===== src/tcac_pkg.sv =====
// Shared types, codes and helper functions for the timed claw actuator control.
// Used by the register file, the motion controller, the top level and the checker.
package tcac_pkg;

   localparam int unsigned TRAVEL_W    = 16;
   localparam int unsigned CSR_INDEX_W = 1;

   // Register indexes of the configuration port.
   localparam logic [CSR_INDEX_W-1:0] CSR_OPEN_TRAVEL  = 1'b0;
   localparam logic [CSR_INDEX_W-1:0] CSR_CLOSE_TRAVEL = 1'b1;

   typedef enum logic [1:0] {
      MODE_TICK    = 2'd0,
      MODE_OPEN    = 2'd1,
      MODE_CLOSE   = 2'd2,
      MODE_DISABLE = 2'd3
   } mode_type;

   localparam logic [1:0] RES_OK      = 2'd0;
   localparam logic [1:0] RES_RUNNING = 2'd1;
   localparam logic [1:0] RES_FAILED  = 2'd2;

   localparam logic [2:0] POS_UNINIT  = 3'd0;
   localparam logic [2:0] POS_UNKNOWN = 3'd1;
   localparam logic [2:0] POS_OPENING = 3'd2;
   localparam logic [2:0] POS_OPENED  = 3'd3;
   localparam logic [2:0] POS_CLOSING = 3'd4;
   localparam logic [2:0] POS_CLOSED  = 3'd5;

   typedef enum logic [4:0] {
      MOTION_UNKNOWN = 5'b00001,
      MOTION_OPENING = 5'b00010,
      MOTION_OPENED  = 5'b00100,
      MOTION_CLOSING = 5'b01000,
      MOTION_CLOSED  = 5'b10000
   } motion_type;

   typedef struct packed {
      logic [TRAVEL_W-1:0] open_travel;
      logic [TRAVEL_W-1:0] close_travel;
      logic                open_missing;
      logic                close_missing;
   } cfg_type;

   typedef struct packed {
      logic [1:0] command_result;
      logic [2:0] position_state;
      logic       drive_forward;
      logic       drive_reverse;
      logic       drive_enable;
      logic       open_time_missing;
      logic       close_time_missing;
   } rsp_type;

   // The reported position reads as uninitialized while either travel time is unset.
   function automatic logic [2:0] position_code(motion_type motion, logic missing);
      logic [2:0] code;
      unique case (motion)
         MOTION_UNKNOWN: code = POS_UNKNOWN;
         MOTION_OPENING: code = POS_OPENING;
         MOTION_OPENED:  code = POS_OPENED;
         MOTION_CLOSING: code = POS_CLOSING;
         MOTION_CLOSED:  code = POS_CLOSED;
         default:        code = POS_UNKNOWN;
      endcase
      return missing ? POS_UNINIT : code;
   endfunction

endpackage


===== src/tcac_csr.sv =====
// Travel time configuration registers of the timed claw actuator control.
// Depends on tcac_pkg for the register indexes and the configuration struct.
module tcac_csr
   import tcac_pkg::*;
(
   input  logic                   clock,
   input  logic                   reset,
   input  logic                   csr_write_en,
   input  logic [CSR_INDEX_W-1:0] csr_index,
   input  logic [TRAVEL_W-1:0]    csr_wdata,
   output cfg_type                cfg
);

   logic [TRAVEL_W-1:0] open_travel_ff, open_travel_in;
   logic [TRAVEL_W-1:0] close_travel_ff, close_travel_in;

   always_comb begin
      open_travel_in  = open_travel_ff;
      close_travel_in = close_travel_ff;
      if (csr_write_en) begin
         unique case (csr_index)
            CSR_OPEN_TRAVEL:  open_travel_in  = csr_wdata;
            CSR_CLOSE_TRAVEL: close_travel_in = csr_wdata;
            default:          ;
         endcase
      end
   end

   always_ff @(posedge clock) begin
      if (reset) begin
         open_travel_ff  <= '0;
         close_travel_ff <= '0;
      end else begin
         open_travel_ff  <= open_travel_in;
         close_travel_ff <= close_travel_in;
      end
   end

   assign cfg.open_travel   = open_travel_ff;
   assign cfg.close_travel  = close_travel_ff;
   assign cfg.open_missing  = (open_travel_ff == '0);
   assign cfg.close_missing = (close_travel_ff == '0);

endmodule


===== src/tcac_ctrl.sv =====
// Motion state machine and travel countdown of the timed claw actuator control.
// Depends on tcac_pkg; produces the result of the item presented on its inputs.
module tcac_ctrl
   import tcac_pkg::*;
(
   input  logic     clock,
   input  logic     reset,
   input  logic     item_valid,
   input  mode_type item_mode,
   input  logic     item_kill,
   input  cfg_type  cfg,
   output rsp_type  rsp
);

   motion_type          motion_ff, motion_in;
   logic [TRAVEL_W-1:0] remaining_ff, remaining_in;
   logic [1:0]          result;
   logic                moving;
   logic                missing;
   logic                cmd_open;
   motion_type          done_st, moving_st, opposite_st;
   logic [TRAVEL_W-1:0] travel;

   assign moving   = (motion_ff == MOTION_OPENING) || (motion_ff == MOTION_CLOSING);
   assign missing  = cfg.open_missing || cfg.close_missing;
   assign cmd_open = (item_mode == MODE_OPEN);

   // Open and close share one command path; only the target states and the travel time differ.
   assign done_st     = cmd_open ? MOTION_OPENED  : MOTION_CLOSED;
   assign moving_st   = cmd_open ? MOTION_OPENING : MOTION_CLOSING;
   assign opposite_st = cmd_open ? MOTION_CLOSED  : MOTION_OPENED;
   assign travel      = cmd_open ? cfg.open_travel : cfg.close_travel;

   always_comb begin
      motion_in    = motion_ff;
      remaining_in = remaining_ff;
      result       = RES_OK;
      unique case (item_mode)
         MODE_TICK: begin
            if (moving) begin
               // A count already at zero also ends the motion on this tick.
               if (remaining_ff <= TRAVEL_W'(1)) begin
                  remaining_in = '0;
                  motion_in    = (motion_ff == MOTION_OPENING) ? MOTION_OPENED
                                                               : MOTION_CLOSED;
               end else begin
                  remaining_in = remaining_ff - TRAVEL_W'(1);
               end
            end
         end
         MODE_OPEN, MODE_CLOSE: begin
            priority if (item_kill) begin
               result = RES_FAILED;
            end else if (missing) begin
               result = RES_FAILED;
            end else if (motion_ff == done_st) begin
               result = RES_OK;
            end else if (motion_ff == moving_st) begin
               result = RES_RUNNING;
            end else if ((motion_ff == MOTION_UNKNOWN) || (motion_ff == opposite_st)) begin
               motion_in    = moving_st;
               remaining_in = travel;
               result       = RES_RUNNING;
            end else begin
               result = RES_FAILED;
            end
         end
         MODE_DISABLE: begin
            if (moving) begin
               motion_in    = MOTION_UNKNOWN;
               remaining_in = '0;
            end
         end
      endcase
   end

   always_ff @(posedge clock) begin
      if (reset) begin
         motion_ff    <= MOTION_UNKNOWN;
         remaining_ff <= '0;
      end else if (item_valid) begin
         motion_ff    <= motion_in;
         remaining_ff <= remaining_in;
      end
   end

   // The result reflects the state after the item.
   assign rsp.command_result     = result;
   assign rsp.position_state     = position_code(motion_in, missing);
   assign rsp.drive_forward      = (motion_in == MOTION_OPENING);
   assign rsp.drive_reverse      = (motion_in == MOTION_CLOSING);
   assign rsp.drive_enable       = (motion_in == MOTION_OPENING) ||
                                   (motion_in == MOTION_CLOSING);
   assign rsp.open_time_missing  = cfg.open_missing;
   assign rsp.close_time_missing = cfg.close_missing;

endmodule


===== src/timed_claw_actuator_control.sv =====
// Timed claw actuator control, top level: input register, controller, result register.
// Depends on tcac_pkg, tcac_csr and tcac_ctrl.
//
// Usage: each req transfer carries one item (tick, open, close or safety disable)
// plus the kill input level, and produces exactly one rsp transfer with the
// command result, the reported position and the H-bridge drive lines as they
// stand after the item. Both channels use valid/ready.
// A req transfer is captured in the input register and then moved into the result
// register, which drives rsp_valid, once that register is free or draining.
// Throughput is one item per cycle while the receiver keeps up; the controller
// state is updated as an item moves from the input register into the result
// register, so items are handled strictly in order.
// When the receiver stalls, the result register holds its transfer and the input
// register still takes one more item; req_ready drops only when both are full.
// Travel times must be written through the csr port only while no item is in flight;
// the block does not enforce it. Reset (synchronous) clears both travel times,
// empties both registers and puts the claw in the unknown position with the bridge off.
module timed_claw_actuator_control
   import tcac_pkg::*;
(
   input  logic                   clock,
   input  logic                   reset,
   input  logic                   req_valid,
   output logic                   req_ready,
   input  logic [1:0]             req_mode,
   input  logic                   req_kill_active,
   output logic                   rsp_valid,
   input  logic                   rsp_ready,
   output logic [1:0]             rsp_command_result,
   output logic [2:0]             rsp_position_state,
   output logic                   rsp_drive_forward,
   output logic                   rsp_drive_reverse,
   output logic                   rsp_drive_enable,
   output logic                   rsp_open_time_missing,
   output logic                   rsp_close_time_missing,
   input  logic                   csr_write_en,
   input  logic [CSR_INDEX_W-1:0] csr_index,
   input  logic [TRAVEL_W-1:0]    csr_wdata
);

   logic     in_valid_ff, in_valid_in;
   mode_type in_mode_ff;
   logic     in_kill_ff;
   logic     rsp_valid_ff, rsp_valid_in;
   rsp_type  rsp_ff;
   rsp_type  rsp_next;
   cfg_type  cfg;
   logic     advance;
   logic     req_xfer;

   tcac_csr u_csr (
      .clock        (clock),
      .reset        (reset),
      .csr_write_en (csr_write_en),
      .csr_index    (csr_index),
      .csr_wdata    (csr_wdata),
      .cfg          (cfg)
   );

   tcac_ctrl u_ctrl (
      .clock      (clock),
      .reset      (reset),
      .item_valid (advance),
      .item_mode  (in_mode_ff),
      .item_kill  (in_kill_ff),
      .cfg        (cfg),
      .rsp        (rsp_next)
   );

   // An item leaves the input register when the result register is free or draining.
   assign advance   = in_valid_ff && (!rsp_valid_ff || rsp_ready);
   assign req_ready = !in_valid_ff || advance;
   assign req_xfer  = req_valid && req_ready;

   assign in_valid_in  = req_xfer ? 1'b1 : (advance ? 1'b0 : in_valid_ff);
   assign rsp_valid_in = advance ? 1'b1 : (rsp_ready ? 1'b0 : rsp_valid_ff);

   always_ff @(posedge clock) begin
      if (reset) begin
         in_valid_ff  <= 1'b0;
         rsp_valid_ff <= 1'b0;
      end else begin
         in_valid_ff  <= in_valid_in;
         rsp_valid_ff <= rsp_valid_in;
      end
   end

   always_ff @(posedge clock) begin
      if (req_xfer) begin
         in_mode_ff <= mode_type'(req_mode);
         in_kill_ff <= req_kill_active;
      end
      if (advance) begin
         rsp_ff <= rsp_next;
      end
   end

   assign rsp_valid              = rsp_valid_ff;
   assign rsp_command_result     = rsp_ff.command_result;
   assign rsp_position_state     = rsp_ff.position_state;
   assign rsp_drive_forward      = rsp_ff.drive_forward;
   assign rsp_drive_reverse      = rsp_ff.drive_reverse;
   assign rsp_drive_enable       = rsp_ff.drive_enable;
   assign rsp_open_time_missing  = rsp_ff.open_time_missing;
   assign rsp_close_time_missing = rsp_ff.close_time_missing;

endmodule


===== config.mk =====
export PLATFORM = sky130hd
export DESIGN_NAME = timed_claw_actuator_control
export DESIGN_NICKNAME = d
export VERILOG_FILES = /design/src/tcac_pkg.sv /design/src/tcac_csr.sv /design/src/tcac_ctrl.sv /design/src/timed_claw_actuator_control.sv
export SDC_FILE = /design/constraint.sdc
export NUM_CORES = 1
export LEC_CHECK = 0
export BUFFER_PORTS_ARGS = -buffer_cell sky130_fd_sc_hd__buf_4
export CAP_MARGIN = 30
export CORE_MARGIN = 2
export CORE_UTILIZATION = 57
export DETAILED_ROUTE_END_ITERATION = 16
export GPL_ROUTABILITY_DRIVEN = 0
export PLACE_DENSITY = 0.8
export SLEW_MARGIN = 20
export SYNTH_ARGS = -nofsm -noshare
export SYNTH_HDL_FRONTEND = slang
export SYNTH_SLANG_ARGS = --single-unit

===== constraint.sdc =====
create_clock -name clock -period 3.23 [get_ports clock]
set_input_delay 0.4845 -clock clock [delete_from_list [all_inputs] [get_ports clock]]
set_output_delay 0.4845 -clock clock [all_outputs]
set_load 0.005 [all_outputs]

==> results of run 1 <==
-- synth_stat cells, types with 4 or more instances --
library cell	count
nand2_1	72
a21oi_1	55
dfxtp_1	55
nor2_1	39
mux2i_1	16
nor4_1	16
o31ai_1	16
clkbuf_1	14
nor3_1	14
edfxtp_1	13
nand3_1	13
buf_2	10
inv_1	10
o211ai_1	7
ha_1	6
nand2b_1	6
o22ai_1	6
o32ai_1	6
buf_1	4
nand4_1	4
nor3b_1	4
nor4b_1	4
-- per-layer routing --
| layer | vias up | GRT usage, % |
|---|---|---|
| li1 | 1688 | - |
| met1 | 1597 | 36.7 |
| met2 | 156 | 39.3 |
| met3 | 24 | 5.51 |
| met4 | 0 | 9.52 |
| met5 | - | 0 |
-- area by class of cell --
type                            count  share of cell area [%]
Clock buffer                       11                    3.86
Clock inverter                      5                    1.90
Inverter                           12                    1.07
Multi-Input combinational cell    338                    48.2
Sequential cell                    68                    35.4
Tap cell                           77                    2.29
Timing Repair Buffer               41                    7.30
-- flip-flops by register name, summed over array words and instances, names as in the netlist --
signal                  count
u_ctrl.motion_ff            5
rsp_drive_forward           1
u_ctrl.remaining_ff        16
in_mode_ff                  2
rsp_valid                   1
in_kill_ff                  1
rsp_command_result          2
rsp_position_state          3
rsp_drive_enable            1
rsp_close_time_missing      1
rsp_open_time_missing       1
u_csr.close_travel_ff      16
u_csr.open_travel_ff       16
in_valid_ff                 1
rsp_drive_reverse           1
-- worst paths after layout --
path	startpoint	end	slack, ns
max	in_mode_ff[1]	rsp_drive_reverse	0.67
min	req_kill_active	in_kill_ff	0.31
max reg2reg	in_mode_ff[1]	rsp_drive_reverse	0.67
min reg2reg	u_csr.open_travel_ff[13]	u_csr.open_travel_ff[13]	0.47
-- cells by family (layout without fill, tap and decap cells) --
kind of cell,after synthesis,in the layout,share of synthesized area (%)
adder cells (fa/ha/maj),6,6,2.02
multiplexers,16,16,4.31
AND/OR/NAND/NOR,193,193,25.9
XOR/XNOR,5,5,1.18
AO/OA/AOI/OAI,118,118,21.2
buffers and inverters,44,69,5.28
flip-flops,68,68,40.1
-- metrics by stage --
stage	worst slack [ns]	utilization [%]	cells
final	0.665	66.8	552
after global routing	0.447	66.8	552
after CTS	0.675	66.8	552
after detailed placement	0.703	62.9	536
after global placement	0.835	62.9	536
after floorplan	0.876	-	450
-- power breakdown --
part	internal (mW)	switching [mW]	leakage (nW)
registers	0.905	0.0328	0.570
logic	0.142	0.231	0.841
clock network	0.503	0.348	0.125
total	1.55	0.611	1.54
==> out/qor.yml, run 1 <==
floorplan:
  fp.dieW_um: 84.8
  rows: 29
  dieArea_um2: 7190
  initial_utilization_pct: 58.9
  io_pins: 37
  core-area_um2: 6310
  die_y_um: 84.8
route:
  drt-pass1-iter-count: 5
  maxUsedRoutingLayer: "met4"
  wl_met1_um: 4110
  wl_met3_um: 638
  route.detailed.drc: 0
  ant_nets: 0
  via_per_inst: 6.28
  via_count: 3465
  detail_route.wl_per_cell_um: 16.6
  wirelength_um: 9150
  drtIter0Drc: 387
  wl_met2_um: 4200
hold_path:
  whs_path_depth: 1
  hold_path_class: "in -> reg"
worst_setup_path:
  cp_num_buf_inv: 1
  worstSetupPathDepth: 8
  critPathRequiredTime_ns: 3.36
  path_cells: "inv_1, ha_1, nor4bb_1, a311oi_1, o31ai_2, a31o_1, a21oi_1, nor4b_1"
  crit_path_start_kind: "flip-flop"
  crit_type: "reg -> reg"
  endpoint_kind: "flip-flop"
  cp_slowest_cell: "nor4b_1"
  arrival_ns: 2.69
  slowest_delay_ns: 0.42
  worst-path-max-fanout: 8
  r2r_cells: 8
  crit_family: "compound AO/OA/AOI/OAI gates"
finish:
  multi_input_area_um2: 2030
  final_cell_mix: "72 x nand2_1, 55 x a21oi_1, 55 x dfxtp_1"
  layout_commonest_cell: "nand2_1"
  stdcell_area_um2: 4220
  drive_above_1_share_pct: 14.9
  nets: 501
  syn_to_final_growth_pct: 13.3
  fillCellCount: 554
  n_antenna_cell: 0
  seq_area_um2: 1490
sta:
  worst_pin_slew_ns: 0.818
  setup-tns-final_ns: 0
  fmax_ghz: 0.390
  hold_ws_ns: 0.308
  relSlewSlack_pct: 45.5
  rsz0062_at_grt: "false"
  skew_ns: 0.00517
  min_period_over_period_pct: 79.4
  finalSetupViolCount: 0
  final_max_slew_viol_count: 0
  min_period_ns: 2.56
  finalHoldViolCount: 0
power_and_ir_drop:
  power_mw: 2.16
  p_leak_nw: 1.54
  irDropWorstVdd_mv: 0.402
  powerDensity_nw_per_um2: 513
clock_tree:
  cts_sinks: 68
  ctsHtreeMaxLevel: 3
  cts_inserted_buffers: 9
  path_clk_slew_ns: 0.07
  cts_setup_buffers: 0
  cts_hold_buf: 0
  clk_path_buf_depth: 2
  clk_latency_ns: 0.35
  root_buffer: "clkbuf_8"
  cts_resized: 0
  tritoncts: "done"
placed_design:
  postPlaceCellArea_um2: 3970
  hpwl_um: 6160
  io_buffers: 36
outcome:
  outcome: "finished clean"
global_routing:
  track_usage_pct: 26.0
  grt_pass1_vias: 3131
  antenna_found_initial: 0
  grt_pass1_wl_um: 15100
  grt_max_degree: 56
  overflow: 0
logic_synthesis:
  synth_cell_types: 63
  synth_largest_area_cell: "dfxtp_1"
  syn_area_um2: 3720
  async_flop_share_pct: 0
  synth_area_leaders: "dfxtp_1 30%, edfxtp_1 10%, a21oi_1 7.4%"
  synth_seq_cells: 68
  synth_cells: 450
  syn_avg_cell_area_um2: 8.27
  yosysSeqAreaShare_pct: 40.1
  synth_edf_count: 13
  synth_flop_cell: "dfxtp_1"
  synth_fp_nets: 481
  synth_top_area_share_pct: 29.6
  ys_warn_count: 0
run:
  max_cap_viol_count: 0
Note: power is estimated with default switching activity, not from simulation.
==> run 2, diff against run 1 <==
==> constraint.sdc (replaced) <==
create_clock -name clock -period 2.65 [get_ports clock]
set_input_delay 0.3975 -clock clock [delete_from_list [all_inputs] [get_ports clock]]
set_output_delay 0.3975 -clock clock [all_outputs]
set_load 0.005 [all_outputs]
==> out/qor.yml, run 2 (synthesized netlist as in run 1, its figures left out) <==
route:
  via_per_inst: 6.26  # -0.21%
  route.detailed.drc: 0  # unchanged
  via_count: 3514  # +1.4%
  wirelength_um: 9080  # -0.79%
  ant_nets: 0  # unchanged
  detail_route.wl_per_cell_um: 16.2  # -2.4%
  drtIter0Drc: 370  # -4.4%
  drt-pass1-iter-count: 5  # unchanged
finish:
  layout_commonest_cell: "nand2_1"
  nets: 510  # +1.8%
  largest_registers: "u_csr.close_travel_ff: 16 flops, u_csr.open_travel_ff: 16 flops, u_ctrl.remaining_ff: 16 flops"
  n_antenna_cell: 0  # unchanged
  final_cell_mix: "72 x nand2_1, 55 x a21oi_1, 55 x dfxtp_1"
  drive_above_1_share_pct: 16.9  # +2.0 points
  syn_to_final_growth_pct: 14.4
floorplan:
  dieArea_um2: 7190  # unchanged
  core-area_um2: 6310  # unchanged
  rows: 29  # unchanged
  fp.dieW_um: 84.8  # unchanged
  die_y_um: 84.8  # unchanged
  io_pins: 37  # unchanged
  initial_utilization_pct: 58.9  # unchanged
clock_tree:
  path_clk_slew_ns: 0.07  # about the same
  root_buffer: "clkbuf_8"
  clk_path_buf_depth: 2  # unchanged
  ctsHtreeMaxLevel: 3  # unchanged
  cts_inserted_buffers: 9  # unchanged
  clk_latency_ns: 0.34  # about the same
  tritoncts: "done"
  cts_sinks: 68  # unchanged
sta:
  rsz0062_at_grt: "false"
  worst_pin_slew_ns: 0.648  # -0.169 ns
  min_period_over_period_pct: 93.6  # +14 points
  finalSetupViolCount: 0  # unchanged
  setup-tns-final_ns: 0  # unchanged
  finalHoldViolCount: 0  # unchanged
  final_max_slew_viol_count: 0  # unchanged
  relSlewSlack_pct: 56.8  # +11 points
  skew_ns: 0.00756  # +0.00238 ns
  hold_ws_ns: 0.235  # -0.0728 ns
  min_period_ns: 2.48  # -0.0835 ns
  fmax_ghz: 0.403  # +3.4%
power_and_ir_drop:
  irDropWorstVdd_mv: 0.420  # +4.5%
  p_leak_nw: 1.56  # +1.3%
  powerDensity_nw_per_um2: 582  # +13%
worst_setup_path:
  crit_path_start_kind: "flip-flop"
  endpoint_kind: "flip-flop"
  worst-path-max-fanout: 9  # +1
  critPathRequiredTime_ns: 2.79  # -0.57 ns
  crit_type: "reg -> reg"
  arrival_ns: 2.62  # -0.07 ns
hold_path:
  hold_path_class: "in -> reg"
global_routing:
  antenna_found_initial: 0  # unchanged
  grt_max_degree: 56  # unchanged
  overflow: 0  # unchanged
  track_usage_pct: 26.3  # +0.34 points
  grt_pass1_vias: 3249  # +3.8%
  grt_pass1_wl_um: 15500  # +2.6%
placed_design:
  hpwl_um: 6220  # +0.95%
  io_buffers: 36  # unchanged
run:
  max_cap_viol_count: 0  # unchanged
outcome:
  outcome: "finished clean"
## run 2: cell types whose count changed in the layout (fill, tap and decap cells not counted), sizes merged
| cell | before | now |
|---|---|---|
| bufinv | 2 | 0 |
| buf | 41 | 50 |
| inv | 13 | 12 |
| clkinvlp | 0 | 1 |
| clkinv | 2 | 4 |
## run 2: where the power goes
group | switching (mW) | internal (mW)
registers | 0.0373 | 1.10
logic | 0.289 | 0.184
clock network | 0.411 | 0.450
## run 2: worst max-delay path: stages (launching register included)
cell      delay [ns]
edfxtp_1        0.39
inv_1           0.11
ha_2            0.26
nor4bb_1        0.28
a311oi_1        0.09
o31ai_2         0.35
a31o_1          0.21
a21oi_1         0.09
buf_4           0.17
nor4_1          0.31
## run 2: path summary, 6_finish.rpt
check                                 from                       end  slack [ns]  depth (start not counted)
setup / recovery             in_mode_ff[1]     rsp_position_state[2]        0.17                          9
hold / removal             req_kill_active                in_kill_ff        0.23                          1
setup reg to reg             in_mode_ff[1]     rsp_position_state[2]        0.17                          9
hold reg to reg   u_csr.open_travel_ff[15]  u_csr.open_travel_ff[15]        0.48                          2
## run 2: per-stage QoR
step	std cells	setup WS, ns	power, mW	utilization, %	area, um^2
final	561	0.169	2.47	67.4	4250
after global routing	561	0.0145	2.57	67.4	4250
after CTS	560	0.0692	2.47	67.1	4240
after detailed placement	544	0.102	1.62	63.9	4030
after global placement	544	0.269	1.61	63.9	4030
after floorplan	450	0.296	1.48	-	3720
## run 2: what timing repair did
item / 4_1_cts / 5_1_grt
hold buffers: 0 / 0
resized for setup: 0 / 2
setup buffers: 0 / 1
setup endpoints to repair: 0 / 3
## run 2: area by class of cell
cell class	instances	area (um^2)
clock buffer	11	174
clock inverter	5	31.3
fill	546	2060
inverter	12	45.0
multi-input combinational	338	2040
sequential	68	1490
tap	77	96.3
timing repair buffer	50	375
## run 2: layer usage
layer	share of wire, %	vias to the layer above	track usage [%]	wire, um
met5	0	-	0	0
met4	1.9	0	10.5	172
met3	6.7	18	4.92	611
met2	47	148	40.4	4230
met1	45	1636	36.7	4060
li1	-	1712	-	-
==> run 3, diff against run 2 <==
--- a/config.mk
+++ b/config.mk
@@ -7,11 +7,13 @@
 export LEC_CHECK = 0
 export BUFFER_PORTS_ARGS = -buffer_cell sky130_fd_sc_hd__buf_4
 export CAP_MARGIN = 30
+export CELL_PAD_IN_SITES_DETAIL_PLACEMENT = 0
+export CELL_PAD_IN_SITES_GLOBAL_PLACEMENT = 2
 export CORE_MARGIN = 2
-export CORE_UTILIZATION = 57
+export CORE_UTILIZATION = 36
 export DETAILED_ROUTE_END_ITERATION = 16
 export GPL_ROUTABILITY_DRIVEN = 0
-export PLACE_DENSITY = 0.8
+export PLACE_DENSITY = 0.83
 export SLEW_MARGIN = 20
 export SYNTH_ARGS = -nofsm -noshare
 export SYNTH_HDL_FRONTEND = slang
==> constraint.sdc (replaced) <==
create_clock -name clock -period 2.65 [get_ports clock]
set_input_delay 0.1325 -clock clock [delete_from_list [all_inputs] [get_ports clock]]
set_output_delay 0.1325 -clock clock [all_outputs]
set_load 0.005 [all_outputs]
==> out/qor.yml, run 3 (synthesized netlist as in run 1, its figures left out) <==
outcome:
  outcome: "finished clean"
sta:
  setup-tns-final_ns: 0  # unchanged
  rsz0062_at_grt: "false"
  min_period_over_period_pct: 93.6  # about the same
  min_period_ns: 2.48  # -0.00187 ns
  fmax_ghz: 0.403  # about the same
  finalSetupViolCount: 0  # unchanged
  skew_ns: 0.00808  # +0.000519 ns
  relSlewSlack_pct: 56.2  # -0.62 points
  final_max_slew_viol_count: 0  # unchanged
  worst_pin_slew_ns: 0.658  # +0.00935 ns
  finalHoldViolCount: 0  # unchanged
route:
  route.detailed.drc: 0  # unchanged
  via_per_inst: 5.47  # -13%
  wirelength_um: 10400  # +15%
  drt-pass1-iter-count: 5  # unchanged
  detail_route.wl_per_cell_um: 16.4  # +1.7%
  via_count: 3457  # -1.6%
  ant_nets: 0  # unchanged
  drtIter0Drc: 224  # -39%
clock_tree:
  path_clk_slew_ns: 0.08  # about the same
  clk_latency_ns: 0.35  # about the same
  cts_inserted_buffers: 9  # unchanged
  root_buffer: "clkbuf_8"
  cts_sinks: 68  # unchanged
  clk_path_buf_depth: 2  # unchanged
  tritoncts: "done"
  ctsHtreeMaxLevel: 3  # unchanged
floorplan:
  initial_utilization_pct: 36.5  # -22 points
  die_y_um: 106  # +25%
  core-area_um2: 10200  # +61%
  io_pins: 37  # unchanged
  rows: 37  # +28%
  fp.dieW_um: 106  # +25%
  dieArea_um2: 11200  # +55%
worst_setup_path:
  crit_family: "simple AND/OR/NAND/NOR gates"
  crit_path_start_kind: "flip-flop"
  path_cells: "inv_1, ha_1, nand2b_1, nor4bb_1, nand4b_1, o21ai_2, xnor2_1, o311a_1"
  critPathRequiredTime_ns: 2.75  # -0.04 ns
  crit_type: "reg -> reg"
  worst-path-max-fanout: 6  # -3
  cp_num_buf_inv: 1  # -1
  slowest_delay_ns: 0.43  # +0.04 ns
  cp_slowest_cell: "nor4bb_1"
  arrival_ns: 2.58  # -0.04 ns
  endpoint_kind: "flip-flop"
global_routing:
  overflow: 0  # unchanged
  grt_pass1_wl_um: 17200  # +11%
  antenna_found_initial: 0  # unchanged
  track_usage_pct: 19.3  # -7.0 points
  grt_max_degree: 56  # unchanged
  grt_pass1_vias: 3340  # +2.8%
finish:
  drive_above_1_share_pct: 18.3  # +1.4 points
  final_cell_mix: "72 x nand2_1, 57 x buf_4, 55 x a21oi_1, 55 x dfxtp_1, 39 x nor2_1"
  fillCellCount: 1041  # +91%
  syn_to_final_growth_pct: 20.6
  largest_registers: "u_csr.close_travel_ff: 16 flops, u_csr.open_travel_ff: 16 flops, u_ctrl.remaining_ff: 16 flops"
  layout_commonest_cell: "nand2_1"
  n_antenna_cell: 0  # unchanged
  nets: 522  # +2.4%
  layout.cells.non_filler: 632  # +13%
  stdcell_area_um2: 4490  # +5.5%
  fin_util_pct: 44.1  # -23 points
run:
  max_cap_viol_count: 0  # unchanged
power_and_ir_drop:
  irDropWorstVdd_mv: 0.253  # -40%
  powerDensity_nw_per_um2: 609  # +4.7%
  power_mw: 2.73  # +10%
  p_leak_nw: 1.64  # +5.5%
hold_path:
  hold_path_class: "in -> reg"
placed_design:
  hpwl_um: 7180  # +15%
  postPlaceCellArea_um2: 4190  # +3.9%
  dp_cells: 612  # +13%
  io_buffers: 36  # unchanged
run 3: cell count changes in the layout (fill, tap and decap cells not counted), moves of 2 or more:
cell	before	now
buf_4	50	57
bufinv_16	0	3
clkbuf_16	2	0
clkinv_2	3	1
dlygate4sd3_1	0	4
run 3: path summary, 6_finish.rpt:
path,from,endpoint,slack [ns],cells past startpoint
min reg2reg,u_csr.open_travel_ff[14],u_csr.open_travel_ff[14],0.47,2
max,in_mode_ff[0],rsp_position_state[0],0.17,8
min,csr_wdata[6],u_csr.close_travel_ff[6],0.03,3
max reg2reg,in_mode_ff[0],rsp_position_state[0],0.17,8
run 3: area by class of cell:
type / count / area [um^2] / area share [%]
flip-flops and latches: 68 / 1490 / 33.2
clock buffers: 10 / 138 / 3.07
inverters: 12 / 45.0 / 1.00
repair buffers: 62 / 488 / 10.9
multi-input cells: 338 / 2040 / 45.6
clock inverters: 6 / 110 / 2.45
well taps: 136 / 170 / 3.79
run 3: per-stage QoR:
step                setup slack [ns]  hold WS (ns)
detailed placement             0.163         0.312
finish                         0.171        0.0299
CTS                            0.130        0.0210
global route                 0.00193        0.0175
global placement               0.185         0.311
floorplan                      0.296         0.231
run 3: worst min-delay path, stage by stage:
cell and delay (ns):
buf_4 0.11, nand2_1 0.05, a21oi_1 0.05
run 3: power by group:
| group | switching (mW) | internal (mW) | total [mW] |
|---|---|---|---|
| combinational | 0.306 | 0.207 | 0.513 |
| clock | 0.427 | 0.652 | 1.08 |
| sequential | 0.0385 | 1.10 | 1.14 |
run 3: layer usage:
| layer | wire, um | part of all wire (%) | vias to the layer above | GRT usage (%) |
|---|---|---|---|---|
| met5 | 0 | 0 | - | 0 |
| met4 | 191 | 1.8 | 0 | 6.48 |
| met3 | 449 | 4.3 | 16 | 3.34 |
| met2 | 4760 | 46 | 97 | 30.2 |
| met1 | 5000 | 48 | 1618 | 26.9 |
| li1 | - | - | 1726 | - |
run 3: repair_timing:
action / in CTS / in global routing
buffers inserted: 0 / 0
endpoints found under the setup margin: 0 / 4
hold buffers: 4 / 0
resized for setup: 0 / 2
hold endpoints to repair: 4 / 0
